## config.mk

```make
export PLATFORM = sky130hd
export DESIGN_NAME = white_pixel_centroid_steer_top_flat
export DESIGN_NICKNAME = d
export VERILOG_FILES = /design/src/design/wpcs_pkg.sv /design/src/design/wpcs_if.sv /design/src/design/wpcs_queue.sv /design/src/design/wpcs_front.sv /design/src/design/wpcs_back.sv /design/src/design/white_pixel_centroid_steer_top.sv /design/src/flat_wrapper.sv
export SDC_FILE = /design/constraint.sdc
export NUM_CORES = 2
export LEC_CHECK = 0
export BUFFER_PORTS_ARGS = -buffer_cell sky130_fd_sc_hd__buf_2
export CORE_UTILIZATION = 30
export DETAILED_ROUTE_END_ITERATION = 8
export PLACE_DENSITY = 0.43
export SYNTH_ARGS = -nofsm -noshare
export SYNTH_HDL_FRONTEND = slang
export SYNTH_SLANG_ARGS = --single-unit
export TNS_END_PERCENT = 1
```

## constraint.sdc

```tcl
create_clock -name clk -period 5.3 [get_ports clk]
set_input_delay 1.06 -clock clk [delete_from_list [all_inputs] [get_ports clk]]
set_output_delay 1.06 -clock clk [all_outputs]
set_load 0.01 [all_outputs]
```

## src/design/wpcs_pkg.sv

```systemverilog
package wpcs_pkg;

    localparam int PIX_W   = 8;
    localparam int FW_W    = 13;
    localparam int SUM_W   = 34;
    localparam int SPEED_W = 8;
    localparam int RATE_W  = 9;

    localparam logic [PIX_W-1:0]          PIX_FULL    = 8'hFF;
    localparam logic [FW_W-1:0]           WIDTH_RESET = 13'd640;
    localparam logic [SPEED_W-1:0]        SPEED_HALF  = 8'd128;
    localparam logic [SPEED_W-1:0]        SPEED_ZERO  = 8'd0;
    localparam logic signed [RATE_W-1:0]  RATE_LEFT   = 9'sd128;
    localparam logic signed [RATE_W-1:0]  RATE_RIGHT  = -9'sd128;
    localparam logic signed [RATE_W-1:0]  RATE_ZERO   = 9'sd0;

    // floor(x/3) = (x * DIV3_K) >> DIV3_SHIFT, exact for x < 2^19
    localparam int               DIV3_SHIFT = 20;
    localparam int               DIV3_W     = 19;
    localparam logic [DIV3_W-1:0] DIV3_K    = 19'd349526;

    typedef enum logic [1:0] {
        CMD_STOP    = 2'd0,
        CMD_LEFT    = 2'd1,
        CMD_FORWARD = 2'd2,
        CMD_RIGHT   = 2'd3
    } cmd_t;

    typedef struct packed {
        logic white;
        logic last;
    } pix_tag_t;

    localparam int TAG_W = $bits(pix_tag_t);

endpackage

```

## src/design/wpcs_if.sv

```systemverilog
interface wpcs_pix_if;
    logic                      valid;
    logic                      ready;
    logic [wpcs_pkg::PIX_W-1:0] red;
    logic [wpcs_pkg::PIX_W-1:0] green;
    logic [wpcs_pkg::PIX_W-1:0] blue;
    logic                      frame_end;

    modport source (output valid, red, green, blue, frame_end, input ready);
    modport sink   (input valid, red, green, blue, frame_end, output ready);
endinterface

interface wpcs_cmd_if;
    logic                               valid;
    logic                               ready;
    wpcs_pkg::cmd_t                     command;
    logic [wpcs_pkg::SPEED_W-1:0]       linear_speed;
    logic signed [wpcs_pkg::RATE_W-1:0] angular_rate;

    modport source (output valid, command, linear_speed, angular_rate, input ready);
    modport sink   (input valid, command, linear_speed, angular_rate, output ready);
endinterface

interface wpcs_cfg_if;
    logic                      valid;
    logic                      ready;
    logic [wpcs_pkg::FW_W-1:0] frame_width;

    modport source (output valid, frame_width, input ready);
    modport sink   (input valid, frame_width, output ready);
endinterface

```

## src/design/wpcs_queue.sv

```systemverilog
module wpcs_queue #(
    parameter int DATA_W = 14,
    parameter int DEPTH  = 4
) (
    input  logic              clk,
    input  logic              rst_n,
    input  logic              push_valid,
    output logic              push_ready,
    input  logic [DATA_W-1:0] push_data,
    output logic              pop_valid,
    input  logic              pop_ready,
    output logic [DATA_W-1:0] pop_data
);

    localparam int AW = $clog2(DEPTH);

    logic [DATA_W-1:0] mem_reg [DEPTH];
    logic [AW-1:0]     wr_ptr_reg;
    logic [AW-1:0]     rd_ptr_reg;
    logic [AW:0]       fill_reg;
    logic [AW:0]       fill_next;
    logic              push;
    logic              pop;

    assign push_ready = (fill_reg != (AW+1)'(DEPTH));
    assign pop_valid  = (fill_reg != '0);
    assign pop_data   = mem_reg[rd_ptr_reg];
    assign push       = push_valid && push_ready;
    assign pop        = pop_valid && pop_ready;

    always_comb
    begin
        fill_next = fill_reg;
        if (push && !pop)
        begin
            fill_next = fill_reg + (AW+1)'(1);
        end
        else if (pop && !push)
        begin
            fill_next = fill_reg - (AW+1)'(1);
        end
    end

    always_ff @(posedge clk or negedge rst_n)
    begin
        if (!rst_n)
        begin
            wr_ptr_reg <= '0;
            rd_ptr_reg <= '0;
            fill_reg   <= '0;
        end
        else
        begin
            fill_reg <= fill_next;
            if (push)
            begin
                wr_ptr_reg <= (wr_ptr_reg == AW'(DEPTH - 1)) ? '0 : wr_ptr_reg + AW'(1);
            end
            if (pop)
            begin
                rd_ptr_reg <= (rd_ptr_reg == AW'(DEPTH - 1)) ? '0 : rd_ptr_reg + AW'(1);
            end
        end
    end

    always_ff @(posedge clk)
    begin
        if (push)
        begin
            mem_reg[wr_ptr_reg] <= push_data;
        end
    end

endmodule

```

## src/design/wpcs_front.sv

```systemverilog
module wpcs_front #(
    parameter int MAX_WIDTH = 4096
) (
    input  logic                             clk,
    input  logic                             rst_n,
    wpcs_pix_if.sink                         pixel,
    wpcs_cfg_if.sink                         cfg,
    output logic                             push_valid,
    input  logic                             push_ready,
    output wpcs_pkg::pix_tag_t               push_tag,
    output logic [$clog2(MAX_WIDTH)-1:0]     push_col,
    output logic [$clog2(MAX_WIDTH)-1:0]     third_lo,
    output logic [$clog2(MAX_WIDTH)-1:0]     third_hi
);

    localparam int COL_W  = $clog2(MAX_WIDTH);
    localparam int EFF_W  = $clog2(MAX_WIDTH + 1);
    localparam int CMP_W  = (EFF_W > wpcs_pkg::FW_W) ? EFF_W : wpcs_pkg::FW_W;
    localparam int MUL_IN_W = EFF_W + 1;
    localparam int MUL_W  = MUL_IN_W + wpcs_pkg::DIV3_W;

    logic [wpcs_pkg::FW_W-1:0] width_reg;
    logic [COL_W-1:0]          col_reg;
    logic [COL_W-1:0]          col_next;
    logic [COL_W-1:0]          third_lo_reg;
    logic [COL_W-1:0]          third_hi_reg;
    logic [CMP_W-1:0]          width_ext;
    logic [EFF_W-1:0]          eff_width;
    logic [EFF_W-1:0]          col_inc;
    logic [MUL_W-1:0]          lo_prod;
    logic [MUL_W-1:0]          hi_prod;
    logic                      accept;

    assign cfg.ready   = 1'b1;
    assign pixel.ready = push_ready;
    assign push_valid  = pixel.valid;
    assign accept      = pixel.valid && push_ready;

    assign push_tag.white = (pixel.red   == wpcs_pkg::PIX_FULL) &&
                            (pixel.green == wpcs_pkg::PIX_FULL) &&
                            (pixel.blue  == wpcs_pkg::PIX_FULL);
    assign push_tag.last  = pixel.frame_end;
    assign push_col       = col_reg;
    assign third_lo       = third_lo_reg;
    assign third_hi       = third_hi_reg;

    // effective width clamped to 1..MAX_WIDTH
    assign width_ext = CMP_W'(width_reg);

    always_comb
    begin
        if (width_ext == '0)
        begin
            eff_width = EFF_W'(1);
        end
        else if (width_ext > CMP_W'(MAX_WIDTH))
        begin
            eff_width = EFF_W'(MAX_WIDTH);
        end
        else
        begin
            eff_width = EFF_W'(width_ext);
        end
    end

    assign col_inc = EFF_W'(col_reg) + EFF_W'(1);

    always_comb
    begin
        col_next = col_reg;
        if (accept)
        begin
            if (pixel.frame_end || (col_inc >= eff_width))
            begin
                col_next = '0;
            end
            else
            begin
                col_next = COL_W'(col_inc);
            end
        end
    end

    assign lo_prod = MUL_W'(eff_width) * MUL_W'(wpcs_pkg::DIV3_K);
    assign hi_prod = MUL_W'({eff_width, 1'b0}) * MUL_W'(wpcs_pkg::DIV3_K);

    always_ff @(posedge clk or negedge rst_n)
    begin
        if (!rst_n)
        begin
            width_reg <= wpcs_pkg::WIDTH_RESET;
            col_reg   <= '0;
        end
        else
        begin
            col_reg <= col_next;
            if (cfg.valid)
            begin
                width_reg <= cfg.frame_width;
            end
        end
    end

    always_ff @(posedge clk)
    begin
        third_lo_reg <= COL_W'(lo_prod >> wpcs_pkg::DIV3_SHIFT);
        third_hi_reg <= COL_W'(hi_prod >> wpcs_pkg::DIV3_SHIFT);
    end

endmodule

```

## src/design/wpcs_back.sv

```systemverilog
module wpcs_back #(
    parameter int MAX_WIDTH  = 4096,
    parameter int MAX_PIXELS = 4194304
) (
    input  logic                         clk,
    input  logic                         rst_n,
    input  logic                         pop_valid,
    output logic                         pop_ready,
    input  wpcs_pkg::pix_tag_t           pop_tag,
    input  logic [$clog2(MAX_WIDTH)-1:0] pop_col,
    input  logic [$clog2(MAX_WIDTH)-1:0] third_lo,
    input  logic [$clog2(MAX_WIDTH)-1:0] third_hi,
    wpcs_cmd_if.source                   steer
);

    localparam int COL_W  = $clog2(MAX_WIDTH);
    localparam int CNT_W  = $clog2(2 * MAX_PIXELS);
    localparam int SUM_W  = wpcs_pkg::SUM_W;
    localparam int PROD_W = CNT_W + COL_W;
    localparam int CMP_W  = (PROD_W > SUM_W) ? PROD_W : SUM_W;

    logic [SUM_W-1:0]  acc_sum_reg;
    logic [CNT_W-1:0]  acc_cnt_reg;
    logic [SUM_W:0]    sum_add;
    logic [SUM_W-1:0]  sum_new;
    logic [CNT_W-1:0]  cnt_new;

    logic              s1_valid_reg;
    logic [SUM_W-1:0]  s1_sum_reg;
    logic [CNT_W-1:0]  s1_cnt_reg;

    logic              s2_valid_reg;
    logic [SUM_W-1:0]  s2_sum_reg;
    logic              s2_zero_reg;
    logic [PROD_W-1:0] s2_lo_reg;
    logic [PROD_W-1:0] s2_hi_reg;

    logic                               out_valid_reg;
    wpcs_pkg::cmd_t                     out_cmd_reg;
    logic [wpcs_pkg::SPEED_W-1:0]       out_speed_reg;
    logic signed [wpcs_pkg::RATE_W-1:0] out_rate_reg;
    wpcs_pkg::cmd_t                     out_cmd_next;

    logic out_free;
    logic s2_free;
    logic s1_free;
    logic pop;

    assign out_free  = !out_valid_reg || steer.ready;
    assign s2_free   = !s2_valid_reg || out_free;
    assign s1_free   = !s1_valid_reg || s2_free;
    assign pop_ready = !pop_tag.last || s1_free;
    assign pop       = pop_valid && pop_ready;

    assign sum_add = (SUM_W+1)'(acc_sum_reg) + (SUM_W+1)'(pop_col);

    always_comb
    begin
        sum_new = acc_sum_reg;
        cnt_new = acc_cnt_reg;
        if (pop_tag.white)
        begin
            sum_new = sum_add[SUM_W] ? '1 : sum_add[SUM_W-1:0];
            if (!(&acc_cnt_reg))
            begin
                cnt_new = acc_cnt_reg + CNT_W'(1);
            end
        end
    end

    always_comb
    begin
        if (s2_zero_reg)
        begin
            out_cmd_next = wpcs_pkg::CMD_STOP;
        end
        else if (CMP_W'(s2_sum_reg) < CMP_W'(s2_lo_reg))
        begin
            out_cmd_next = wpcs_pkg::CMD_LEFT;
        end
        else if (CMP_W'(s2_sum_reg) < CMP_W'(s2_hi_reg))
        begin
            out_cmd_next = wpcs_pkg::CMD_FORWARD;
        end
        else
        begin
            out_cmd_next = wpcs_pkg::CMD_RIGHT;
        end
    end

    always_ff @(posedge clk or negedge rst_n)
    begin
        if (!rst_n)
        begin
            acc_sum_reg   <= '0;
            acc_cnt_reg   <= '0;
            s1_valid_reg  <= 1'b0;
            s2_valid_reg  <= 1'b0;
            out_valid_reg <= 1'b0;
        end
        else
        begin
            if (pop)
            begin
                acc_sum_reg <= pop_tag.last ? '0 : sum_new;
                acc_cnt_reg <= pop_tag.last ? '0 : cnt_new;
            end
            if (s1_free)
            begin
                s1_valid_reg <= pop && pop_tag.last;
            end
            if (s2_free)
            begin
                s2_valid_reg <= s1_valid_reg;
            end
            if (out_free)
            begin
                out_valid_reg <= s2_valid_reg;
            end
        end
    end

    always_ff @(posedge clk)
    begin
        if (s1_free && pop && pop_tag.last)
        begin
            s1_sum_reg <= sum_new;
            s1_cnt_reg <= cnt_new;
        end
        if (s2_free && s1_valid_reg)
        begin
            s2_sum_reg  <= s1_sum_reg;
            s2_zero_reg <= (s1_cnt_reg == '0);
            s2_lo_reg   <= PROD_W'(s1_cnt_reg) * PROD_W'(third_lo);
            s2_hi_reg   <= PROD_W'(s1_cnt_reg) * PROD_W'(third_hi);
        end
        if (out_free && s2_valid_reg)
        begin
            out_cmd_reg   <= out_cmd_next;
            out_speed_reg <= (out_cmd_next == wpcs_pkg::CMD_FORWARD) ?
                             wpcs_pkg::SPEED_HALF : wpcs_pkg::SPEED_ZERO;
            unique case (out_cmd_next)
                wpcs_pkg::CMD_LEFT:  out_rate_reg <= wpcs_pkg::RATE_LEFT;
                wpcs_pkg::CMD_RIGHT: out_rate_reg <= wpcs_pkg::RATE_RIGHT;
                default:             out_rate_reg <= wpcs_pkg::RATE_ZERO;
            endcase
        end
    end

    assign steer.valid        = out_valid_reg;
    assign steer.command      = out_cmd_reg;
    assign steer.linear_speed = out_speed_reg;
    assign steer.angular_rate = out_rate_reg;

endmodule

```

## src/design/white_pixel_centroid_steer_top.sv

```systemverilog
// Channel  Dir  Payload                                   Transaction
// pixel    in   red, green, blue, frame_end               valid & ready
// cfg      in   frame_width                               valid & ready (ready held high)
// steer    out  command, linear_speed, angular_rate       valid & ready
//
// One pixel per cycle sustained unless steer back-pressure holds a frame end; the column
// counter and accumulators each advance per taken pixel. After its last pixel a command passes
// three registered steps: dequeue and accumulate, multiply, compare.
// Frame-end transactions pass the three-stage command pipeline; it and the queue absorb stalls.
// rst_n clears counter, accumulators and valids at once; frame_width returns to 640.
module white_pixel_centroid_steer_top #(
    parameter int MAX_WIDTH   = 4096,
    parameter int MAX_PIXELS  = 4194304,
    parameter int QUEUE_DEPTH = 4
) (
    input  logic       clk,
    input  logic       rst_n,
    wpcs_pix_if.sink   pixel,
    wpcs_cfg_if.sink   cfg,
    wpcs_cmd_if.source steer
);

    localparam int COL_W  = $clog2(MAX_WIDTH);
    localparam int DATA_W = wpcs_pkg::TAG_W + COL_W;

    logic               push_valid;
    logic               push_ready;
    wpcs_pkg::pix_tag_t push_tag;
    logic [COL_W-1:0]   push_col;
    logic               pop_valid;
    logic               pop_ready;
    logic [DATA_W-1:0]  pop_data;
    logic [COL_W-1:0]   third_lo;
    logic [COL_W-1:0]   third_hi;

    wpcs_front #(
        .MAX_WIDTH (MAX_WIDTH)
    ) u_front (
        .clk        (clk),
        .rst_n      (rst_n),
        .pixel      (pixel),
        .cfg        (cfg),
        .push_valid (push_valid),
        .push_ready (push_ready),
        .push_tag   (push_tag),
        .push_col   (push_col),
        .third_lo   (third_lo),
        .third_hi   (third_hi)
    );

    wpcs_queue #(
        .DATA_W (DATA_W),
        .DEPTH  (QUEUE_DEPTH)
    ) u_queue (
        .clk        (clk),
        .rst_n      (rst_n),
        .push_valid (push_valid),
        .push_ready (push_ready),
        .push_data  ({push_tag, push_col}),
        .pop_valid  (pop_valid),
        .pop_ready  (pop_ready),
        .pop_data   (pop_data)
    );

    wpcs_back #(
        .MAX_WIDTH  (MAX_WIDTH),
        .MAX_PIXELS (MAX_PIXELS)
    ) u_back (
        .clk       (clk),
        .rst_n     (rst_n),
        .pop_valid (pop_valid),
        .pop_ready (pop_ready),
        .pop_tag   (wpcs_pkg::pix_tag_t'(pop_data[DATA_W-1:COL_W])),
        .pop_col   (pop_data[COL_W-1:0]),
        .third_lo  (third_lo),
        .third_hi  (third_hi),
        .steer     (steer)
    );

endmodule

```

## src/flat_wrapper.sv

```systemverilog
// flat-port wrapper written by rule: the top's interface ports become plain ports
module white_pixel_centroid_steer_top_flat 
#(
    parameter int MAX_WIDTH   = 4096,
    parameter int MAX_PIXELS  = 4194304,
    parameter int QUEUE_DEPTH = 4
)
  (clk, rst_n, pixel_valid, pixel_red, pixel_green, pixel_blue, pixel_frame_end, pixel_ready, cfg_valid, cfg_frame_width, cfg_ready, steer_valid, steer_command, steer_linear_speed, steer_angular_rate, steer_ready);
  wpcs_pix_if pixel_i ();
  wpcs_cfg_if cfg_i ();
  wpcs_cmd_if steer_i ();
  input  logic clk;
  input  logic rst_n;
  input wire logic [$bits(pixel_i.valid)-1:0] pixel_valid;
  input wire logic [$bits(pixel_i.red)-1:0] pixel_red;
  input wire logic [$bits(pixel_i.green)-1:0] pixel_green;
  input wire logic [$bits(pixel_i.blue)-1:0] pixel_blue;
  input wire logic [$bits(pixel_i.frame_end)-1:0] pixel_frame_end;
  output wire logic [$bits(pixel_i.ready)-1:0] pixel_ready;
  input wire logic [$bits(cfg_i.valid)-1:0] cfg_valid;
  input wire logic [$bits(cfg_i.frame_width)-1:0] cfg_frame_width;
  output wire logic [$bits(cfg_i.ready)-1:0] cfg_ready;
  output wire logic [$bits(steer_i.valid)-1:0] steer_valid;
  output wire logic [$bits(steer_i.command)-1:0] steer_command;
  output wire logic [$bits(steer_i.linear_speed)-1:0] steer_linear_speed;
  output wire logic [$bits(steer_i.angular_rate)-1:0] steer_angular_rate;
  input wire logic [$bits(steer_i.ready)-1:0] steer_ready;
  assign pixel_i.valid = pixel_valid;
  assign pixel_i.red = pixel_red;
  assign pixel_i.green = pixel_green;
  assign pixel_i.blue = pixel_blue;
  assign pixel_i.frame_end = pixel_frame_end;
  assign pixel_ready = pixel_i.ready;
  assign cfg_i.valid = cfg_valid;
  assign cfg_i.frame_width = cfg_frame_width;
  assign cfg_ready = cfg_i.ready;
  assign steer_valid = steer_i.valid;
  assign steer_command = steer_i.command;
  assign steer_linear_speed = steer_i.linear_speed;
  assign steer_angular_rate = steer_i.angular_rate;
  assign steer_i.ready = steer_ready;
  white_pixel_centroid_steer_top #(.MAX_WIDTH(MAX_WIDTH), .MAX_PIXELS(MAX_PIXELS), .QUEUE_DEPTH(QUEUE_DEPTH)) u_core (.clk(clk), .rst_n(rst_n), .pixel(pixel_i), .cfg(cfg_i), .steer(steer_i));
endmodule
```

==> results.txt <==
* Number of antenna violations at the first check in global routing: 2
* Number of port buffers: slightly below 50
- Vias in the first global route: approximately 26000
- Dividing the detail-routed wire length by the instance count gives 17.6 um.
- Synth Register Bits: around 330
* Root buf cell: sky130_fd_sc_hd__clkbuf_16
* Clock-pin slew on the worst setup and hold paths: around 0.07 ns
- The post-route netlist has 19.7% of its cells at a drive strength greater than 1.
- Global routing finished with a remaining overflow of 0.
- The synthesized netlist contains 83 unique library cells.
* Final-report max-slew violation count: 0
* DR pass1 iterations: 5
- Routed via count: 23400
* Count of routing violations after the opening detailed-route iteration: 907
* Layout Skew: roughly 0.033 ns
- Excluding fillers, the count of instances in the completed layout stands at approximately 5200.
- Wire length of the first global-routing pass: 148000 um
- In this run the most used layer during global routing was met2.
- Most common flop cell mapped by yosys: sky130_fd_sc_hd__edfxtp_1
- The number of failing hold endpoints at the final stage was 0.
- Fraction of met1 tracks used by global routing: between 20% and 30%
- Final hold analysis gives a worst-case slack of 0.409 ns.
- After detailed routing, the number of vias per cell comes to 4.48.
* Minimum period implied by the final worst setup slack: ~6 ns
- The final critical path takes up 111% of the cycle.
- Met2 routing resource usage after global routing: 28.6%
- Summed over all failing endpoints, the final setup total negative slack is -8.60 ns.
* DIE HEIGHT: roughly 340 um
* Std-Cell Core Area: between 100000 and 150000 um2
* Actual transition at the worst max-transition pin: 1.10 ns
* Sequential element share of the synthesized area: 27.2%
- For this block, the routed nets add up to 91900 um of wire.
- Maximum achievable frequency: around 0.17 GHz
- The worst setup path is captured at a flop.
- Setup violations remaining at the end of the flow were counted as 36.
- Clock Tree Buf Depth: 3
- Global routing consumed, on the met3 layer, 1.62% of the routing resources.
- Number of synthesized flops with an enable pin: ~220
- Once placement completed, the tool counted placed cells totaling 5128.
- Leading area contributor after synthesis: sky130_fd_sc_hd__fa_1
- STA classifies the critical path startpoint as a flop.
* Post-Synthesis Cell Area: 34000 um2
- The Yosys step of the flow raised 0 warnings.
- Number of sinks handled by clock tree synthesis: 327
* Top Ports: 65
- STA puts the critical path data required time at 5.63 ns.
* Violated checks: setup timing
- Timing analysis after detailed placement gives a worst setup slack of -1.13 ns.
- Hold Crit Class: flop to flop
* GR Util All Layers: between 15 and 20%
- For this run, the post-layout net count is 4524.
- From left edge to right edge, the die measures approximately 340 um.
- Averaged over all synthesized cells, the footprint is roughly 11 um2.
- Standard-cell rows: about 120
* Result of the run: finished with violations
- Clock Latency Late Sink: 0.60 ns
- Crit path kind: flop to flop
- TritonCTS created 43 clock buffers.
* Pin count of the biggest net entering global routing: 67
- The register with the most flip-flops in the layout has between 50 and 60 of them.
- Synth area leaders: sky130_fd_sc_hd__fa_1, sky130_fd_sc_hd__edfxtp_1, sky130_fd_sc_hd__ha_1, sky130_fd_sc_hd__inv_1, sky130_fd_sc_hd__dfrtp_1
* Number of max-capacitance violations reported: 0
* CTS tree: yes
- Arrival time at the worst endpoint: 6.21 ns
* Share of synthesized flip-flops with an asynchronous set or reset: approximately 28%
- Number of nets still failing antenna checks after routing: 0
- Post-synthesis to final-layout area growth: 21.8%
- CTS hold repair buffers: 0
- For this run, design rule violations remaining after detail routing come to 0.
- Final HPWL from detailed placement: 75600 um
- Once the floorplan was initialized, standard cells occupied 30.3% of the core.
* Cells after synthesis: approximately 3200
* Die Footprint: about 110000 um2
- Final worst setup slack: -0.582 ns
- The H-tree generated during clock tree synthesis spans 2 levels.
- In this run the tightest slew margin relative to its limit is a little over a quarter.
- Routability congestion estimate: around 0.8
* Fraction of post-synthesis cell area in the top cell type by area: 27.7%
- RSZ-0062 raised after global routing: yes
* Highest net fanout along the worst path: 5
## kinds of logic after synthesis
group,after synthesis,synth area share (%)
simple gates,802,12.2
fa+ha+maj,795,39.7
buf+inv,725,8.27
compound gates,415,8.07
flops,327,27.2
xor+xnor,121,3.12
mux,31,1.49
other cells,2,0.0221
## critical path: stages, from the launching register on
cell	delay, ns
sky130_fd_sc_hd__edfxtp_1	0.40
sky130_fd_sc_hd__buf_6	0.14
sky130_fd_sc_hd__buf_12	0.13
sky130_fd_sc_hd__and2_4	0.16
sky130_fd_sc_hd__buf_6	0.11
sky130_fd_sc_hd__fa_1	0.52
sky130_fd_sc_hd__inv_1	0.05
sky130_fd_sc_hd__fa_1	0.46
sky130_fd_sc_hd__fa_1	0.54
sky130_fd_sc_hd__fa_1	0.54
sky130_fd_sc_hd__fa_1	0.53
sky130_fd_sc_hd__inv_2	0.05
sky130_fd_sc_hd__ha_4	0.21
sky130_fd_sc_hd__a21o_1	0.17
sky130_fd_sc_hd__a21o_1	0.18
sky130_fd_sc_hd__a21oi_2	0.17
sky130_fd_sc_hd__o22ai_2	0.11
sky130_fd_sc_hd__a31oi_4	0.21
sky130_fd_sc_hd__buf_6	0.15
sky130_fd_sc_hd__o311ai_4	0.09
sky130_fd_sc_hd__o41a_1	0.38
sky130_fd_sc_hd__a211o_1	0.30
## metal layers
metal	routed length [um]	vias up
met2	45400	245
li1	-	11400
met4	2000	0
met5	0	-
met3	2100	89
met1	42300	11600
## stage by stage
step	instance area [um2]	util [%]
after floorplan	34200	-
after global placement	39400	35.1
after detailed placement	39400	35.1
after CTS	41200	36.7
after global routing	41400	36.9
final	41400	36.9
## worst paths after layout
kind / end / from / slack (ns) / cells after the start
worst max-delay path: u_core.u_back.s2_hi_reg[34]$_DFFE_PP_ / u_core.u_back.s1_cnt_reg[7]$_DFFE_PP_ / -0.58 / 21
worst min-delay path: u_core.u_back.s2_sum_reg[24]$_DFFE_PP_ / u_core.u_back.s1_sum_reg[24]$_DFFE_PP_ / 0.41 / 0
worst max register to register: u_core.u_back.s2_hi_reg[34]$_DFFE_PP_ / u_core.u_back.s1_cnt_reg[7]$_DFFE_PP_ / -0.58 / 21
worst min register to register: u_core.u_back.s2_sum_reg[24]$_DFFE_PP_ / u_core.u_back.s1_sum_reg[24]$_DFFE_PP_ / 0.41 / 0
max in group asynchronous: u_core.u_back.acc_cnt_reg[19]$_DFFE_PN0P_ / rst_n / 3.62 / 2
min in group asynchronous: u_core.u_queue.fill_reg[0]$_DFFE_PN0P_ / rst_n / 0.55 / 1
## synthesized netlist by cell type, types with 66 or more instances
cell and instances:
sky130_fd_sc_hd__inv_1 624, sky130_fd_sc_hd__fa_1 471, sky130_fd_sc_hd__ha_1 324, sky130_fd_sc_hd__and2_1 242, sky130_fd_sc_hd__edfxtp_1 222, sky130_fd_sc_hd__nand2_1 207, sky130_fd_sc_hd__a21oi_1 116, sky130_fd_sc_hd__nor2_1 115
sky130_fd_sc_hd__dfrtp_1 90, sky130_fd_sc_hd__xnor2_1 83, sky130_fd_sc_hd__o21ai_0 80, sky130_fd_sc_hd__a21o_1 70, sky130_fd_sc_hd__clkbuf_1 66
## what timing repair did
action | in CTS | in global routing
pin swaps | 48 | 6
gates cloned | 1 | 0
setup buffers | 10 | 2
endpoints found under the setup margin | 49 | 53
gates resized for setup | 80 | 39
## final cells by class
type                            instances  area (um2)
Clock inverter                         20         201
Inverter                              625        2350
Fill cell                           11400       70900
Multi-Input combinational cell       2180       22600
Timing Repair Buffer                  509        4000
Antenna cell                            1        2.50
Clock buffer                           60        1170
Tap cell                             1500        1880
Sequential cell                       327        9230
## cell usage in the layout (no fill, tap or decap), types with 67 or more instances in the layout
cell and instances:
sky130_fd_sc_hd__edfxtp_1 222, sky130_fd_sc_hd__nand2_1 205, sky130_fd_sc_hd__fa_1 463, sky130_fd_sc_hd__inv_1 621
sky130_fd_sc_hd__xnor2_1 79, sky130_fd_sc_hd__o21ai_0 67, sky130_fd_sc_hd__ha_1 310, sky130_fd_sc_hd__nor2_1 110
sky130_fd_sc_hd__a21o_1 70, sky130_fd_sc_hd__and2_1 224, sky130_fd_sc_hd__a21oi_1 93, sky130_fd_sc_hd__buf_4 434
sky130_fd_sc_hd__dfrtp_1 90
Power is not shown: default switching activity piles up to over one toggle a cycle in this logic, so the estimate is an artifact.
